`src/hw/rtl/tds_pkg.sv`:
```
`default_nettype none
package tds_pkg;

    localparam int NUM_TIMERS_DEFAULT = 64;
    localparam int FIRE_LIMIT_RESET   = 10;
    localparam int FIRE_LIMIT_MAX     = 16;
    localparam int QUEUE_DEPTH        = 2;

    typedef enum logic [1:0] {
        OP_START  = 2'd0,
        OP_STOP   = 2'd1,
        OP_UPDATE = 2'd2,
        OP_NONE   = 2'd3
    } opcode_t;

    typedef struct packed {
        logic [1:0]  opcode;
        logic [5:0]  timer_id;
        logic [31:0] timeout;
        logic [31:0] repeat_period;
        logic [63:0] now;
    } cmd_t;

    typedef struct packed {
        logic [5:0] fired_id;
        logic       last;
    } result_t;

    function automatic logic [63:0] sat_add(input logic [63:0] base, input logic [31:0] delta);
        logic [64:0] sum;
        sum = {1'b0, base} + {33'd0, delta};
        return sum[64] ? '1 : sum[63:0];
    endfunction

endpackage
`default_nettype wire

```
`src/hw/rtl/tds_front.sv`:
```
`default_nettype none
module tds_front
    import tds_pkg::*;
#(
    parameter int NUM_TIMERS = NUM_TIMERS_DEFAULT
)(
    input  wire logic clk,
    input  wire logic rst_n,
    input  wire logic start,
    output logic      busy,
    input  wire cmd_t cmd,
    output logic      q_valid,
    output cmd_t      q_cmd,
    input  wire logic q_pop
);

    cmd_t       slot_reg [QUEUE_DEPTH];
    logic       wr_ptr_reg, wr_ptr_next;
    logic       rd_ptr_reg, rd_ptr_next;
    logic [1:0] fill_reg, fill_next;
    logic       keep;
    logic       push;
    logic       pop;

    // commands that change nothing are dropped here
    always_comb
    begin
        unique case (opcode_t'(cmd.opcode))
            OP_START, OP_STOP: keep = ({26'd0, cmd.timer_id} < 32'(NUM_TIMERS));
            OP_UPDATE:         keep = 1'b1;
            default:           keep = 1'b0;
        endcase
    end

    assign busy    = (fill_reg == 2'(QUEUE_DEPTH));
    assign push    = start && !busy && keep;
    assign pop     = q_pop && (fill_reg != 2'd0);
    assign q_valid = (fill_reg != 2'd0);
    assign q_cmd   = slot_reg[rd_ptr_reg];

    always_comb
    begin
        wr_ptr_next = push ? ~wr_ptr_reg : wr_ptr_reg;
        rd_ptr_next = pop ? ~rd_ptr_reg : rd_ptr_reg;
        fill_next   = fill_reg + 2'(push) - 2'(pop);
    end

    always_ff @(posedge clk or negedge rst_n)
    begin
        if (!rst_n)
        begin
            wr_ptr_reg <= 1'b0;
            rd_ptr_reg <= 1'b0;
            fill_reg   <= 2'd0;
        end
        else
        begin
            wr_ptr_reg <= wr_ptr_next;
            rd_ptr_reg <= rd_ptr_next;
            fill_reg   <= fill_next;
        end
    end

    always_ff @(posedge clk)
    begin
        if (push)
            slot_reg[wr_ptr_reg] <= cmd;
    end

endmodule
`default_nettype wire

```
`config.mk`:
```
export PLATFORM = sky130hd
export DESIGN_NAME = tds_front
export DESIGN_NICKNAME = d
export VERILOG_FILES = /design/src/hw/rtl/tds_pkg.sv /design/src/hw/rtl/tds_front.sv
export SDC_FILE = /design/constraint.sdc
export NUM_CORES = 1
export LEC_CHECK = 0
export BUFFER_PORTS_ARGS = -buffer_cell sky130_fd_sc_hd__buf_2
export CORE_ASPECT_RATIO = 1.5
export CORE_UTILIZATION = 42
export CTS_BUF_LIST = sky130_fd_sc_hd__clkbuf_8 sky130_fd_sc_hd__clkbuf_16
export CTS_CLUSTER_DIAMETER = 30
export CTS_CLUSTER_SIZE = 16
export DETAILED_ROUTE_END_ITERATION = 6
export GPL_TIMING_DRIVEN = 0
export PLACE_DENSITY = 0.66
export SKIP_CTS_REPAIR_TIMING = 1
export SLEW_MARGIN = 20
export SYNTH_ARGS = -nofsm -noshare
export SYNTH_HDL_FRONTEND = slang
export SYNTH_SLANG_ARGS = --single-unit
```
`constraint.sdc`:
```
create_clock -name clk -period 13.6 [get_ports clk]
set_input_delay 2.04 -clock clk [delete_from_list [all_inputs] [get_ports clk]]
set_output_delay 2.04 -clock clk [all_outputs]
set_load 0.02 [all_outputs]
```
# ---- Word level (Yosys, flattened, before mapping)
# Memories as Yosys holds them, arrays and structs flattened.
# Index checks and enable logic that the tools add are counted.
dict set report totals {
  reg_bits 4
  ram_bits 272
  input_bits 140
  output_inout_bits 138
  wordCells 21
  mem_count 1
}
dict set report op_classes {
  addsub 2
  eq_ne 3
  muxes 3
  bitwise_logic 2
  n_reduce_logical 7
}
# memory words word_bits rd rd_clocked_by_memory_dff write_ports line_no
set memory_table {}
lappend memory_table {slot_reg 2 136 1 0 1 tds_front.sv:17} ;# cmd_t slot_reg [QUEUE_DEPTH];
# cell n
set ops {}
lappend ops {{$eq 2x2->1 const B} 2}
lappend ops {{$logic_and 1x1->1} 3}
lappend ops {{$mux 1} 3}
lappend ops {{$reduce_or 3->1} 1}
lappend ops {{$add 2x1->2} 1}
lappend ops {{$eq 2x1->1 const B} 1}
lappend ops {{$logic_not 2->1} 1}
lappend ops {{$not 1->1} 2}
lappend ops {{$reduce_bool 2->1} 1}
lappend ops {{$sub 2x1->2} 1}
lappend ops {{$logic_not 1->1} 1}

# ---- Logic depth before layout (Yosys ltp)
dict set report depth {
  word_depth 6
  mapped_depth 7
  depth_no_buf 7
}

# ---- Worst setup path after synthesis
# OpenSTA, ideal clock, no wires.
dict set report synth_path {
  kind {input to register}
  startpoint {in cmd[134] in the netlist's numbering}
  endpoint {mem slot_reg[0][0] in the netlist's numbering, enable pin}
  arrival_time_ns 7.889
  t_required_ns 12.967
  slack_ns 5.078
  path_stages 3
  n_path_buf 0
  cell_sequence {nand2_1 -> nand3b_4 -> nor2_1}
}
dict set report synth_via {
  elab_chain_cells 6
  elab_cells_between_ends 8
}
# element line_no
set synth_lines {}
lappend synth_lines {{start, declared} tds_front.sv:11} ;# input wire cmd_t cmd,
lappend synth_lines {{$eq 2x2->1, or another cell as far along} tds_front.sv:28} ;# unique case (opcode_t'(cmd.opcode))
lappend synth_lines {{$reduce_or 3->1 (no source line) *} n/a}
lappend synth_lines {{$mux 1 *} tds_front.sv:28}
lappend synth_lines {{$logic_and 1x1->1 *} tds_front.sv:36} ;# assign push = start && !busy && keep;
lappend synth_lines {{$mux 1 *} tds_front.sv:66} ;# if (push)
lappend synth_lines {{$mux 1 (implied by the code) *} tds_front.sv:67} ;# slot_reg[wr_ptr_reg] <= cmd;
lappend synth_lines {{end, declared} tds_front.sv:17}
# Every way passes the cells marked *; elsewhere a longest branch is shown, timed or not.

==> flow_summary_export.csv <==
group,metric,value,unit
outcome,run_status,"completed",
setup_path,critPathLaunch,"rd_ptr_reg",
hold_path,hold_path_class,"reg2reg",
synthesis,yosys_warning_count,0,
sta,slew_margin_rel,0.463,
synthesis,synth_area_leaders,"sky130_fd_sc_hd__edfxtp_1 81%, sky130_fd_sc_hd__mux2_2 15%, sky130_fd_sc_hd__clkbuf_8 1.4%",
route,routed_via_density,4.69,
synthesis,ys_seq_area_frac,0.818,
setup_path,cp_max_fo,10,
route,detailroute.via_count,5251,
clocking,clock_path_buffers,3,
setup_path,critPathCaptureType,"primary output",
setup_path,cp_data_required_time,11560,ps
synthesis,synthDominantCellAreaShare,0.808,
setup_path,worstSetupStartpointType,"flop",
route,drt-initial-drc-count,192,
global_route,number_of_antenna_violations_at_the_first_check_in_global_routing,1,
layout,layout-area-overhead-vs-synth,33.7,%
die,io_pins,278,
clocking,cts-buffers-inserted,40,
setup_path,worst_ep_arrival_time,1820,ps
layout,layout.cells.non_filler,1120,
synthesis,synth_enable_flop_cells,272,
sta,fmaxAchievable,259,MHz
clocking,cts.reportedPaths.clkPinSlew,50,ps
setup_path,critical_path_class,"reg2out",
global_route,global_route.overflow_total,0,
sta,timing.final.max_slew_violations,0,
sta,finalHoldViolations,0,
clocking,cts_tree,"yes",
setup_path,cp_cell_sequence,"buf_6 -> clkbuf_8 -> mux2_2 -> buf_2",
global_route,grt_first_pass_wirelength,29300,µm
die,row_count,69,
setup_path,critPathSlowestCell,"sky130_fd_sc_hd__dfrtp_1",
global_route,global_route_usage_over_all_layers,0.158,
placed_design,weighted_congestion_at_the_end_of_routability_driven_global_placement,0.683,
layout,layout.nets,913,
clocking,clock_tree.htree_level_count,2,
clocking,cts_num_sinks,276,
die,chipWidth,129,µm
placed_design,detailedPlacementHpwl,14400,µm
synthesis,synth_top_family_by_area,"multiplexers",
synthesis,synth.mux.area_fraction,0.151,
sta,setup_viol,0,
power_and_ir_drop,tot_pwr,3.12,mW
die,design.die.area,24700,µm²
synthesis,synth_adder_area_share,0.00247,
synthesis,synth_xor_area_frac,0.00346,
setup_path,r2r_start,"fill_reg[1]",
clocking,insertion_delay,510,ps
setup_path,critPathBufInv,3,
synthesis,synth_area,10100,µm²
setup_path,critical_path.max_stage_delay,370,ps
synthesis,post-synth-top-area-cell,"sky130_fd_sc_hd__edfxtp_1",
die,core,23700,µm²
layout,flip_flop_count_of_the_largest_register_after_layout,272,
die,chipHeight,192,µm
route,detail_route.drc_violations,0,
synthesis,post_synth_and_or_nand_nor_area_fraction,0.00495,
placed_design,buffer_ports.inserted,277,
synthesis,area_fraction_in_compound_gates_after_synthesis,0,
sta,tns_setup,0,ps
run,timing.max_cap.violations,0,
clocking,cts_root_buffer,"sky130_fd_sc_hd__clkbuf_16",
sta,worst_case_clock_skew,11.0,ps
die,initial_utilization,0.427,
route,final_antenna_net_count,0,
route,dr.pass1.iters,4,
global_route,grt_start_max_net_pins,28,
layout,layout.core_utilization,0.571,
route,drt_wirelength,20200,µm
sta,post-route-min-period,3860,ps
synthesis,synthMostInstantiatedCell,"sky130_fd_sc_hd__edfxtp_1",
synthesis,dominant_register_cell_in_the_synthesized_netlist,"sky130_fd_sc_hd__edfxtp_1",
synthesis,synth_cells,442,
synthesis,mappedNetlistNets,584,
global_route,first_global_vias,5723,
hold_path,hp-start,"fill_reg[1]",
sta,grt_setup_unrepaired,"false",
power_and_ir_drop,vdd_drop_max,0.155,mV
sta,worst_pin_slew,803,ps
power_and_ir_drop,power_density,231,nW/µm²
synthesis,share_of_synthesized_flip_flops_with_an_asynchronous_set_or_reset,0.0145,
synthesis,postSynthAreaPerCell,22.9,µm²
synthesis,synthDistinctLibCells,15,
setup_path,cell_type_group_with_the_largest_total_delay_on_the_critical_path,"buffers and inverters",
sta,finalCritPeriodShare,0.284,
synthesis,synth.top_cells.by_count,"272 x sky130_fd_sc_hd__edfxtp_1, 136 x sky130_fd_sc_hd__mux2_2, 10 x sky130_fd_sc_hd__clkbuf_8",
power_and_ir_drop,p_leak,5.12,nW
synthesis,ys_seq_elements,276,
placed_design,post-place-cells,1048,
layout,drive_above_1_share,0.631,
route,routedWlPerCell,18.0,µm
-- routing by layer --
metal | up-vias | routed length [µm] | track usage | share of wire
met5 | - | 0 | 0 | 0
met4 | 0 | 447 | 0.0624 | 0.022
met3 | 32 | 1400 | 0.0457 | 0.069
met2 | 191 | 11600 | 0.304 | 0.57
met1 | 2584 | 6740 | 0.157 | 0.33
li1 | 2444 | - | - | -
-- layout make-up --
class,instances,area [µm²]
repair buffers,287,1620
diodes,1,2.50
well taps,319,399
multi-input cells,149,1660
clock inverters,30,338
fillers,1873,10100
plain buffers,15,194
clock buffers,41,1030
inverters,2,7.51
flip-flops and latches,276,8270
-- power breakdown --
group          internal (mW)  leakage, nW  switching (mW)
sequential              1.11         2.55          0.0340
clock                  0.669        0.683           0.364
combinational          0.398         1.89           0.540
-- layout by cell type (no fill, tap or decap) --
master and n:
sky130_fd_sc_hd__diode_2 1, sky130_fd_sc_hd__nand2_1 1, sky130_fd_sc_hd__inv_6 8, sky130_fd_sc_hd__dfrtp_1 4, sky130_fd_sc_hd__clkbuf_16 41, sky130_fd_sc_hd__nor2_4 2
sky130_fd_sc_hd__nor2b_1 1, sky130_fd_sc_hd__nand3b_4 1, sky130_fd_sc_hd__bufinv_16 6, sky130_fd_sc_hd__clkinv_2 5, sky130_fd_sc_hd__edfxtp_1 272, sky130_fd_sc_hd__buf_6 5
sky130_fd_sc_hd__clkbuf_8 10, sky130_fd_sc_hd__xor2_1 1, sky130_fd_sc_hd__clkinvlp_4 1, sky130_fd_sc_hd__clkinv_4 2, sky130_fd_sc_hd__ha_1 2, sky130_fd_sc_hd__buf_2 277
sky130_fd_sc_hd__mux2_2 136, sky130_fd_sc_hd__buf_12 5, sky130_fd_sc_hd__and2_1 1, sky130_fd_sc_hd__inv_1 5, sky130_fd_sc_hd__buf_16 5, sky130_fd_sc_hd__xnor2_1 3
sky130_fd_sc_hd__clkinv_1 4, sky130_fd_sc_hd__or2_1 1, sky130_fd_sc_hd__inv_8 1
-- through the flow --
stage               hold slack, ps  instance area, µm²  setup WS [ps]
floorplan                      452               10100           5080
global placement               470               11900           2270
detailed placement             498               12100           9510
CTS                            509               13500           9680
global route                   542               13500           9660
finish                         509               13500           9740
-- cell families (layout without fill, tap and decap cells) --
family / after synthesis / count (layout)
fa+ha+maj: 2 / 2
flops: 276 / 276
mux: 136 / 136
simple gates: 7 / 7
xor+xnor: 4 / 4
buf+inv: 17 / 375
other cells: 0 / 1
-- worst register-to-register path, delay by kind of cell, from the launching register on --
| family | cells | cell delay [ps] |
|---|---|---|
| simple gates | 3 | 990 |
| buf+inv | 3 | 690 |
| flops | 1 | 400 |
-- worst paths after layout --
| kind | end | cells after the start | slack, ps |
|---|---|---|---|
| setup / recovery | q_cmd[73] | 4 | 9740 |
| hold / removal | fill_reg[1] | 1 | 510 |
| setup reg to reg | slot_reg[0][31] | 6 | 11210 |
| hold reg to reg | fill_reg[1] | 1 | 510 |
| max in group asynchronous | fill_reg[0] | 1 | 12150 |
| min in group asynchronous | wr_ptr_reg | 1 | 1330 |
No activity file was read; power rests on OpenSTA's default activity.
